`src/rtl/erg_pkg.sv`:
```
// ----------------------------------------------------------------------------
// erg_pkg: shared types and helpers for the Euclidean rhythm generator
// Request/response structs, the status struct, and the mask helper functions
// used by the core and the top level.
// ----------------------------------------------------------------------------
package erg_pkg;

    localparam int MASK_W  = 64;
    localparam int LEN_W   = 7;
    localparam int FIELD_W = 8;

    typedef logic [MASK_W-1:0]  mask_t;
    typedef logic [LEN_W-1:0]   len_t;
    typedef logic [FIELD_W-1:0] field_t;

    typedef struct packed {
        field_t hit_count;
        field_t step_count;
        field_t rotate_by;
    } erg_req_t;

    typedef struct packed {
        mask_t hit_mask;
        len_t  pattern_length;
        logic  too_long;
    } erg_rsp_t;

    typedef struct packed {
        logic busy;
        logic done;
    } erg_stat_t;

    // Ones in the low n bits.
    function automatic mask_t len_mask(input len_t n);
        mask_t m;
        for (int i = 0; i < MASK_W; i++) begin
            m[i] = (len_t'(i) < n);
        end
        return m;
    endfunction

    function automatic mask_t bit_rev(input mask_t x);
        mask_t r;
        for (int i = 0; i < MASK_W; i++) begin
            r[i] = x[MASK_W-1-i];
        end
        return r;
    endfunction

endpackage

```
`src/rtl/erg_shift.sv`:
```
// ----------------------------------------------------------------------------
// erg_shift: shared left shifter
// One 64-bit left shift; amounts of 64 and above give zero.
// ----------------------------------------------------------------------------
module erg_shift
    import erg_pkg::*;
(
    input  mask_t din,
    input  len_t  amt,
    output mask_t dout
);

    assign dout = din << amt;

endmodule

```
`src/rtl/erg_core.sv`:
```
// ----------------------------------------------------------------------------
// erg_core: Bjorklund sequencer
// Holds the two group patterns and their counts, folds them down with the
// shared shifter, concatenates the groups and applies the rotation.
// ----------------------------------------------------------------------------
module erg_core
    import erg_pkg::*;
#(
    parameter int MAX_STEPS = 64
)
(
    input  logic      clk,
    input  logic      rst_n,
    input  logic      start,
    input  erg_req_t  req,
    input  logic      take,
    output erg_stat_t stat,
    output erg_rsp_t  rsp
);

    localparam logic [2:0] ST_IDLE   = 3'd0;
    localparam logic [2:0] ST_REDUCE = 3'd1;
    localparam logic [2:0] ST_CONCAT = 3'd2;
    localparam logic [2:0] ST_ROT_HI = 3'd3;
    localparam logic [2:0] ST_ROT_LO = 3'd4;
    localparam logic [2:0] ST_DONE   = 3'd5;

    logic [2:0] state_reg, state_next;
    mask_t      a_bits_reg, a_bits_next;
    mask_t      b_bits_reg, b_bits_next;
    len_t       a_len_reg, a_len_next;
    len_t       b_len_reg, b_len_next;
    len_t       a_cnt_reg, a_cnt_next;
    len_t       b_cnt_reg, b_cnt_next;
    len_t       pos_reg, pos_next;
    mask_t      acc_reg, acc_next;
    len_t       steps_reg, steps_next;
    len_t       rot_reg, rot_next;
    logic       rot_en_reg, rot_en_next;
    logic       too_long_reg, too_long_next;

    mask_t shift_in;
    len_t  shift_amt;
    mask_t shift_out;

    erg_shift u_shift (
        .din  (shift_in),
        .amt  (shift_amt),
        .dout (shift_out)
    );

    // operand select for the shared shifter
    always_comb
    begin
        case (state_reg)
            ST_REDUCE:
            begin
                shift_in  = b_bits_reg;
                shift_amt = a_len_reg;
            end
            ST_CONCAT:
            begin
                shift_in  = (a_cnt_reg != '0) ? a_bits_reg : b_bits_reg;
                shift_amt = pos_reg;
            end
            ST_ROT_HI:
            begin
                shift_in  = acc_reg;
                shift_amt = steps_reg - rot_reg;
            end
            ST_ROT_LO:
            begin
                shift_in  = bit_rev(acc_reg);
                shift_amt = rot_reg;
            end
            default:
            begin
                shift_in  = '0;
                shift_amt = '0;
            end
        endcase
    end

    always_comb
    begin
        state_next    = state_reg;
        a_bits_next   = a_bits_reg;
        b_bits_next   = b_bits_reg;
        a_len_next    = a_len_reg;
        b_len_next    = b_len_reg;
        a_cnt_next    = a_cnt_reg;
        b_cnt_next    = b_cnt_reg;
        pos_next      = pos_reg;
        acc_next      = acc_reg;
        steps_next    = steps_reg;
        rot_next      = rot_reg;
        rot_en_next   = rot_en_reg;
        too_long_next = too_long_reg;

        case (state_reg)
            ST_IDLE:
            begin
                if (start)
                begin
                    acc_next      = '0;
                    too_long_next = 1'b0;
                    steps_next    = '0;
                    state_next    = ST_DONE;
                    if (req.step_count == '0)
                    begin
                        // empty pattern
                    end
                    else if (req.step_count > FIELD_W'(MAX_STEPS))
                    begin
                        too_long_next = 1'b1;
                    end
                    else
                    begin
                        steps_next = req.step_count[LEN_W-1:0];
                        if (req.hit_count >= req.step_count)
                        begin
                            acc_next = len_mask(req.step_count[LEN_W-1:0]);
                        end
                        else if (req.hit_count != '0)
                        begin
                            // hits in A groups, rests in B groups
                            a_bits_next = mask_t'(1);
                            b_bits_next = '0;
                            a_len_next  = len_t'(1);
                            b_len_next  = len_t'(1);
                            a_cnt_next  = req.hit_count[LEN_W-1:0];
                            b_cnt_next  = req.step_count[LEN_W-1:0]
                                          - req.hit_count[LEN_W-1:0];
                            pos_next    = '0;
                            rot_next    = req.rotate_by[LEN_W-1:0];
                            rot_en_next = (req.rotate_by != '0) &&
                                          (req.rotate_by < req.step_count);
                            state_next  = ST_REDUCE;
                        end
                    end
                end
            end
            ST_REDUCE:
            begin
                if (b_cnt_reg <= len_t'(1))
                begin
                    state_next = ST_CONCAT;
                end
                else
                begin
                    a_bits_next = a_bits_reg | shift_out;
                    a_len_next  = a_len_reg + b_len_reg;
                    if (a_cnt_reg <= b_cnt_reg)
                    begin
                        b_cnt_next = b_cnt_reg - a_cnt_reg;
                    end
                    else
                    begin
                        // leftover A groups become the remainder
                        b_bits_next = a_bits_reg;
                        b_len_next  = a_len_reg;
                        a_cnt_next  = b_cnt_reg;
                        b_cnt_next  = a_cnt_reg - b_cnt_reg;
                    end
                end
            end
            ST_CONCAT:
            begin
                if (a_cnt_reg != '0)
                begin
                    acc_next   = acc_reg | shift_out;
                    pos_next   = pos_reg + a_len_reg;
                    a_cnt_next = a_cnt_reg - len_t'(1);
                end
                else if (b_cnt_reg != '0)
                begin
                    acc_next   = acc_reg | shift_out;
                    pos_next   = pos_reg + b_len_reg;
                    b_cnt_next = b_cnt_reg - len_t'(1);
                end
                else
                begin
                    state_next = rot_en_reg ? ST_ROT_HI : ST_DONE;
                end
            end
            ST_ROT_HI:
            begin
                // low part of the pattern moves to the top of the window
                b_bits_next = shift_out & len_mask(steps_reg);
                state_next  = ST_ROT_LO;
            end
            ST_ROT_LO:
            begin
                // right shift by rot via reversed left shift
                acc_next   = b_bits_reg | bit_rev(shift_out);
                state_next = ST_DONE;
            end
            ST_DONE:
            begin
                if (take)
                begin
                    state_next = ST_IDLE;
                end
            end
            default:
            begin
                state_next = ST_IDLE;
            end
        endcase
    end

    always_ff @(posedge clk or negedge rst_n)
    begin
        if (!rst_n)
        begin
            state_reg <= ST_IDLE;
        end
        else
        begin
            state_reg <= state_next;
        end
    end

    always_ff @(posedge clk)
    begin
        a_bits_reg   <= a_bits_next;
        b_bits_reg   <= b_bits_next;
        a_len_reg    <= a_len_next;
        b_len_reg    <= b_len_next;
        a_cnt_reg    <= a_cnt_next;
        b_cnt_reg    <= b_cnt_next;
        pos_reg      <= pos_next;
        acc_reg      <= acc_next;
        steps_reg    <= steps_next;
        rot_reg      <= rot_next;
        rot_en_reg   <= rot_en_next;
        too_long_reg <= too_long_next;
    end

    assign stat.busy = (state_reg != ST_IDLE);
    assign stat.done = (state_reg == ST_DONE);

    assign rsp.hit_mask       = acc_reg;
    assign rsp.pattern_length = steps_reg;
    assign rsp.too_long       = too_long_reg;

    // placed groups never run past the pattern length
    a_pos_in_range: assert property (@(posedge clk) disable iff (!rst_n)
        (state_reg == ST_CONCAT) |-> (pos_reg <= steps_reg))
        else $error("concat position beyond pattern length");

    // all groups placed: they fill the pattern exactly
    a_concat_full: assert property (@(posedge clk) disable iff (!rst_n)
        (state_reg == ST_CONCAT && a_cnt_reg == '0 && b_cnt_reg == '0)
        |-> (pos_reg == steps_reg))
        else $error("concatenated groups do not fill the pattern");

    // nothing set at or above the pattern length when done
    a_mask_clean: assert property (@(posedge clk) disable iff (!rst_n)
        (state_reg == ST_DONE) |-> ((acc_reg & ~len_mask(steps_reg)) == '0))
        else $error("mask bits beyond pattern length");

endmodule

```
`src/rtl/euclidean_rhythm_generator.sv`:
```
// ----------------------------------------------------------------------------
// euclidean_rhythm_generator: Bjorklund Euclidean rhythm as a bit mask
// Top level: request handshake, sequencer core and response register.
// ----------------------------------------------------------------------------
// Usage:
//   Request channel (req_valid / req_stall / req) carries hit_count,
//   step_count and rotate_by. Response channel (rsp_valid / rsp_stall / rsp)
//   carries hit_mask, pattern_length and too_long, one response per request.
//   A transfer happens on a rising edge with valid high and stall low.
// Sequence:
//   Special cases (zero steps, too many steps, zero hits, hits >= steps)
//   go from the request straight to the done state, then into the response
//   register. Full builds load the request, fold the groups (R subtractive
//   fold steps, at most steps-2), concatenate the a+b groups left after
//   folding (R+a+b never exceeds steps), rotate through ROT_HI and ROT_LO
//   when a rotation applies, then move the result into the response register.
//   All work runs through one shared 64-bit shifter.
// Throughput:
//   One request at a time; req_stall is high while the core is busy.
// Reset:
//   rst_n (async, active low) returns the core to idle and empties the
//   response register. No state survives between requests.
// Stall:
//   A response held by rsp_stall stays put; the core parks its next result
//   until the response register frees, and takes no request meanwhile.
// ----------------------------------------------------------------------------
module euclidean_rhythm_generator
    import erg_pkg::*;
#(
    parameter int MAX_STEPS = 64
)
(
    input  logic     clk,
    input  logic     rst_n,
    input  logic     req_valid,
    output logic     req_stall,
    input  erg_req_t req,
    output logic     rsp_valid,
    input  logic     rsp_stall,
    output erg_rsp_t rsp
);

    erg_stat_t stat;
    erg_rsp_t  core_rsp;
    logic      start;
    logic      load;
    logic      rsp_valid_reg, rsp_valid_next;
    erg_rsp_t  rsp_reg;

    // take a request only while the core is idle
    assign start     = req_valid && !stat.busy;
    assign req_stall = stat.busy;

    // move a finished result into the response register when it is free
    assign load = stat.done && (!rsp_valid_reg || !rsp_stall);

    erg_core #(
        .MAX_STEPS (MAX_STEPS)
    ) u_core (
        .clk   (clk),
        .rst_n (rst_n),
        .start (start),
        .req   (req),
        .take  (load),
        .stat  (stat),
        .rsp   (core_rsp)
    );

    always_comb
    begin
        rsp_valid_next = rsp_valid_reg;
        if (load)
        begin
            rsp_valid_next = 1'b1;
        end
        else if (!rsp_stall)
        begin
            rsp_valid_next = 1'b0;
        end
    end

    always_ff @(posedge clk or negedge rst_n)
    begin
        if (!rst_n)
        begin
            rsp_valid_reg <= 1'b0;
        end
        else
        begin
            rsp_valid_reg <= rsp_valid_next;
        end
    end

    always_ff @(posedge clk)
    begin
        if (load)
        begin
            rsp_reg <= core_rsp;
        end
    end

    assign rsp_valid = rsp_valid_reg;
    assign rsp       = rsp_reg;

    // handing off a result frees the core on the next cycle
    a_core_freed: assert property (@(posedge clk) disable iff (!rst_n)
        load |=> (!stat.busy && rsp_valid_reg))
        else $error("core not idle after result handoff");

    // a stalled response holds its value
    a_rsp_hold: assert property (@(posedge clk) disable iff (!rst_n)
        (rsp_valid_reg && rsp_stall) |=> (rsp_valid_reg && $stable(rsp_reg)))
        else $error("stalled response changed");

    // an accepted request always occupies the core
    a_start_busy: assert property (@(posedge clk) disable iff (!rst_n)
        start |=> stat.busy)
        else $error("core idle after accepted request");

endmodule
```
`config.mk`:
```
export PLATFORM = sky130hd
export DESIGN_NAME = euclidean_rhythm_generator
export DESIGN_NICKNAME = d
export VERILOG_FILES = /design/src/rtl/erg_pkg.sv /design/src/rtl/erg_shift.sv /design/src/rtl/erg_core.sv /design/src/rtl/euclidean_rhythm_generator.sv
export SDC_FILE = /design/constraint.sdc
export NUM_CORES = 1
export LEC_CHECK = 0
export ABC_AREA = 1
export ABC_CLOCK_PERIOD_IN_PS = 9300
export BUFFER_PORTS_ARGS = -buffer_cell sky130_fd_sc_hd__buf_2
export CELL_PAD_IN_SITES_DETAIL_PLACEMENT = 2
export CELL_PAD_IN_SITES_GLOBAL_PLACEMENT = 2
export CORE_UTILIZATION = 37
export DETAILED_ROUTE_END_ITERATION = 12
export PLACE_DENSITY_LB_ADDON = 0.1
export SLEW_MARGIN = 5
export SYNTH_ARGS = -nofsm -noshare
export SYNTH_HDL_FRONTEND = slang
export SYNTH_SLANG_ARGS = --single-unit
```
`constraint.sdc`:
```
create_clock -name clk -period 9.3 [get_ports clk]
set_input_delay 0 -clock clk [delete_from_list [all_inputs] [get_ports clk]]
set_output_delay 0 -clock clk [all_outputs]
set_load 0.1 [all_outputs]
```
# [Word level (Yosys, flattened, before mapping)]
# Index checks and enable logic that the tools add are counted.
[word_totals] register_bits=319 inputBits=28 out_inout_bits=74 wordCells=293
[classes] addsub=9 magnitude_cmp=133 n_eq_ne=20 shift=1 muxes=76 bitwise=7 n_reduce_logical=30
[op_table] op="64-bit 2-to-1 mux" n=20
[op_table] op="6-bit by 7-bit < comparator with 1-bit output (first input constant)" n=64
[op_table] op="64-bit one-hot mux with 3 select lines" n=2
[op_table] op="64-bit one-hot mux with 4 select lines" n=1
[op_table] op="5-bit by 7-bit < comparator with 1-bit output (first input constant)" n=32
[op_table] op="7-bit 2-to-1 mux" n=32
[op_table] op="64-bit bitwise OR" n=3
[op_table] op="64-bit one-hot mux with 2 select lines" n=1
[op_table] op="4-bit by 7-bit < comparator with 1-bit output (first input constant)" n=16
[op_table] op="64-bit bitwise AND" n=1
[op_table] op="64-bit by 7-bit left shift with 64-bit output" n=1
[op_table] op="3-bit by 7-bit < comparator with 1-bit output (first input constant)" n=8
[op_table] op="7-bit one-hot mux with 2 select lines" n=3
[op_table] op="7-bit one-hot mux with 3 select lines" n=2
[op_table] op="3-bit 2-to-1 mux" n=10
[op_table] op="1-bit by 7-bit < comparator with 1-bit output (first input constant)" n=4
[op_table] op="2-bit by 7-bit < comparator with 1-bit output (first input constant)" n=4
[op_table] op="7-bit one-hot mux with 4 select lines" n=1
[op_table] op="7-bit subtractor" n=4
[op_table] op="7-bit adder" n=3
[op_table] op="3-bit one-hot mux with 6 select lines" n=1
[op_table] op="9-bit AND reduction" n=2
[op_table] op="2-bit inequality test (second input constant)" n=8
[op_table] op="8-bit AND reduction" n=2
[op_table] op="28 further kinds" n=51

# [Longest topological paths before layout]
[logic_depth] ltp_word=8 mapped_depth=22 ltp_nobuf=21

# [By module]
# Synthesis repeated with hierarchy kept, for this count alone.
[unflattened] cells_unflattened=2888 area_unflattened_um2=22230.1
[by_module_without_submodules] module="erg_core" instances=1 cells_per_inst=1895 area_per_inst_um2=15802.7 seq_area_each_um2=7372.1
[by_module_without_submodules] module="erg_shift" instances=1 cells_per_inst=914 area_per_inst_um2=4212.8 seq_area_each_um2=0.0
[by_module_without_submodules] module="euclidean_rhythm_generator" instances=1 cells_per_inst=79 area_per_inst_um2=2214.6 seq_area_each_um2=2187.1

# [Least setup slack after synthesis]
# Ideal clock, no wire load.
[synth_path] path_kind="reg-to-reg" from="reg u_core.state_reg[1]" to="reg u_core.b_bits_reg[0], enable pin" setup_time_ns=0.645 t_arrival_ns=7.972 t_required_ns=8.655 slack_ns=0.683 stages_incl_launch_ff=8 n_path_buf=3 synth_period_minus_slack_ns=8.617 cell_sequence="dfrtp_1 buf_6 buf_2 buf_2 nor2_1 inv_1 o21ai_0 nor4_1"
[synth_via] elab_chain_len=5 word_cells_on_any_way=15 classes_between="eq/ne (9); reduce/logical (6)"
[synth_rtl] item="start, declared" line_no="erg_core.sv:28" source="logic [2:0] state_reg, state_next;"
[synth_rtl] item="start signal, assigned" line_no="erg_core.sv:220" source="state_reg <= state_next;"
[synth_rtl] item="3-bit nonzero test" line_no="erg_core.sv:240" source="assign stat.busy = (state_reg != ST_IDLE);"
[synth_rtl] item="named net req_stall" line_no="euclidean_rhythm_generator.sv:36" source="output logic req_stall,"
[synth_rtl] item="1-bit logical NOT" line_no="euclidean_rhythm_generator.sv:51" source="assign start = req_valid && !stat.busy;"
[synth_rtl] item="1-bit logical AND" line_no="euclidean_rhythm_generator.sv:51"
[synth_rtl] item="2-bit inequality test (no line)"
[synth_rtl] item="8-bit AND reduction (no line)"
[synth_rtl] item="end signal, assigned" line_no="erg_core.sv:227" source="b_bits_reg <= b_bits_next;"
[synth_rtl] item="end, declared" line_no="erg_core.sv:30" source="mask_t b_bits_reg, b_bits_next;"
# The timed path passes the listed nets, and every way through them passes these cells.
# A chain may end at the register's enable or synchronous reset.

# [Worst setup path after layout]
[layout_path] from="reg u_core.state_reg[0]" to="reg u_core.acc_reg[16] (data pin)"
[layout_via] elab_chain_len=7 word_cells_on_any_way=13 classes_between="eq/ne (4); shift (1); mux (5); bitwise (2); reduce/logical (1)"
[layout_rtl] item="3-bit equality test, or another cell as far along" line_no="erg_core.sv:55, erg_core.sv:100"
[layout_rtl] item="64-bit one-hot mux with 4 select lines / 7-bit one-hot mux with 4 select lines (equally long branches)" line_no="erg_core.sv:55" source="case (state_reg)"
[layout_rtl] item="64-bit by 7-bit left shift with 64-bit output" line_no="erg_shift.sv:13" source="assign dout = din << amt;"
[layout_rtl] item="64-bit bitwise OR" line_no="erg_core.sv:171, erg_core.sv:177"
[layout_rtl] item="64-bit 2-to-1 mux" line_no="erg_core.sv:175" source="else if (b_cnt_reg != '0)"
[layout_rtl] item="64-bit 2-to-1 mux" line_no="erg_core.sv:169" source="if (a_cnt_reg != '0)"
[layout_rtl] item="64-bit one-hot mux with 3 select lines *" line_no="erg_core.sv:100" source="case (state_reg)"
[layout_rtl] item="named net u_core.acc_next[16]" line_no="erg_core.sv:36" source="mask_t acc_reg, acc_next;"
[layout_rtl] item="end signal, assigned" line_no="erg_core.sv:233" source="acc_reg <= acc_next;"
[layout_rtl] item="end, declared" line_no="erg_core.sv:36"
# The timed path passes the listed nets; every way through them passes the cells marked *. The select of a mux whose other input is x is not followed.

==> results.md <==
* Initial antenna violation count at 3
* Vias in the first global route at 26700
* Max Used Layer: met5
* First-pass GRT wire length at 185 mm
* Clock transition at path regs at 0.07 ns
* Die Width at 251 um
* Met1 WL at 51.4 mm
* Layout overhead on the synthesized area at 11.9%
* Placer congestion estimate at 0.966
* Worst Setup End Kind: flop
* Setup TNS at 0 ns
* Mapped Area at 0.0230 mm2
* Setup slack after placement at 3.95 ns
* Finished Layout Cells at 4041
* Most frequent cells in the layout: 819 x nand2_1, 671 x nand3_1, 429 x inv_1
* CTS tree: yes
* Final setup viols at 0
* Final Critical Period at 5.55 ns
* Register area share after synthesis at 41.6%
* Syn avg cell area at 7.26 um2
* 1st-iter DRT viols at 2488
* Crit Path Class: reg -> reg
* Yosys reg bits at 319
* # rows at 90
* Max-cap violations at 0
* Number of synthesized flops with an enable pin at 315
* Worst min-delay path class: in -> reg
* Avg WL per Cell at 31.8 um
* Final hold violation count at 0
* Most common cell after layout, fill and taps aside: nand2_1
* DIE AREA at 0.0631 mm2
* CP Data Arrival Time at 5.82 ns
* Async SR Flop Fraction at 1.25%
* Clock Skew at 0.0606 ns
* Max FFs per register at 72
* Worst-Margin Slew at 1.19 ns
* Crit path launch type: flop
* Final Max Tran Viols at 0
* Initial DRT Pass Iterations at 6
* Via count of the routed design at 25300
* RSZ-0062 raised after global routing: no
* Final WL at 128 mm
* Vias per cell at 6.27
* Die H at 251 um
* Outcome: finished, final reports clean
* Mapped Nets at 3252
* Port Buffers at 101
* Hold slack at 0.0408 ns
* Initial Util at 37.8%
* Worst-Skew Late Latency at 0.60 ns
* CORE AREA at 0.0608 mm2
* Sink Count at 319
* Yosys top cell area share at 41.2%
* Synth area leader: edfxtp_1
* Ys flop type: edfxtp_1
* Worst rel slew slack at 20.2%
* Critical path fanouts, max at 48
* Top Ports at 102
* DR DRC count at 0
* FILL cells at 7175
* Synth warn at 0
* Layout cells sized above 1 at 8.20%
* Post CTS Setup Buffer Count at 0
* WL met3 at 9.53 mm
* Final worst-path setup slack at 3.75 ns
* GRT Util Overall at 40.2%
* Nets at 3316
* Final worst-path cycle share at 59.7%
* Largest net degree at the start of global routing at 73
* TritonCTS buffer count at 41
* Post-DP HPWL at 93.1 mm
* Met2 routed wirelength at 58.4 mm
* Top post-synthesis cells by area: edfxtp_1 41%, nand3_1 15%, nand2_1 13%
* Total gr overflow at 0
* H-tree levels at 2
* Worst Path Required at 9.57 ns
* Longest Clk Path Bufs at 3
* Detail Route Antenna Nets at 0
* Root buf cell: clkbuf_16
* FMAX at 180 MHz
* Mapped Cells at 3163
* Dpl cells at 3944
* Synth cell types at 55
* PostCTS Resize Cnt at 0
[critical path: stages, from the launching register on]
cell	delay, ns
dfrtp_1	0.39
buf_4	0.32
nor2_4	0.14
buf_4	0.61
nand2_1	0.11
buf_4	0.27
inv_2	0.23
buf_4	0.62
nor2_1	0.12
nand2_1	0.14
inv_1	0.05
nand2_1	0.47
nor2_1	0.28
inv_1	0.33
a21oi_1	0.18
a21oi_1	0.61
nand3_1	0.28
[final cells by class]
| type | count | area [um2] | share of cell area (%) |
|---|---|---|---|
| multi-input cells | 2242 | 11000 | 42.9 |
| flip-flops and latches | 319 | 9560 | 37.2 |
| inverters | 447 | 1680 | 6.53 |
| repair buffers | 176 | 1140 | 4.42 |
| clock buffers | 49 | 1060 | 4.11 |
| well taps | 782 | 978 | 3.81 |
| clock inverters | 24 | 255 | 0.993 |
| diodes | 2 | 5.00 | 0.0195 |
[logic make-up after synthesis]
| family | after synthesis | synth area share [%] |
|---|---|---|
| flops | 319 | 41.6 |
| buf+inv | 602 | 10.6 |
| compound gates | 460 | 11.2 |
| xor+xnor | 6 | 0.229 |
| simple gates | 1715 | 32.9 |
| fa+ha+maj | 61 | 3.52 |
[synth_stat cells, types with 38 or more instances]
master	n
nand2_1	820
nand3_1	673
inv_1	429
edfxtp_1	315
a21oi_1	215
nor2_1	128
o21ai_0	88
clkbuf_1	62
buf_2	61
ha_1	55
o22ai_1	43
nand4_1	40
o21ai_1	38
[final timing paths]
kind / from / slack, ns / endpoint / depth (start not counted)
min: req[13] / 0.04 / u_core.steps_reg[5]$_SDFFCE_PN0P_ / 3
max: u_core.state_reg[0]$_DFFE_PN0P_ / 3.75 / u_core.acc_reg[16]$_DFFE_PP_ / 16
max reg2reg: u_core.state_reg[0]$_DFFE_PN0P_ / 3.75 / u_core.acc_reg[16]$_DFFE_PP_ / 16
min reg2reg: u_core.acc_reg[1]$_DFFE_PP_ / 0.51 / rsp[9]$_DFFE_PP_ / 0
max in group asynchronous: rst_n / 8.66 / u_core.state_reg[2]$_DFFE_PN0P_ / 3
min in group asynchronous: rst_n / 0.40 / u_core.state_reg[1]$_DFFE_PN0P_ / 3
[timing repair]
action | CTS | global route
hold buffers | 22 | 0
endpoints found under the hold margin | 27 | 0
setup endpoints to repair | 0 | 0
[stage by stage]
stage / cell area (um2) / util [%]
2_1_floorplan: 23000 / -
3_3_place_gp: 24200 / 39.8
3_5_place_dp: 24200 / 39.8
4_1_cts: 25700 / 42.3
5_1_grt: 25700 / 42.3
6_report: 25700 / 42.3
[routing by layer]
layer	GRT usage (%)	vias to the layer above
li1	-	10800
met1	50.8	12800
met2	64.8	1289
met3	5.86	375
met4	24.8	2
met5	0	-
Power is not shown: default switching activity piles up to over one toggle a cycle in this logic, so the estimate is an artifact.
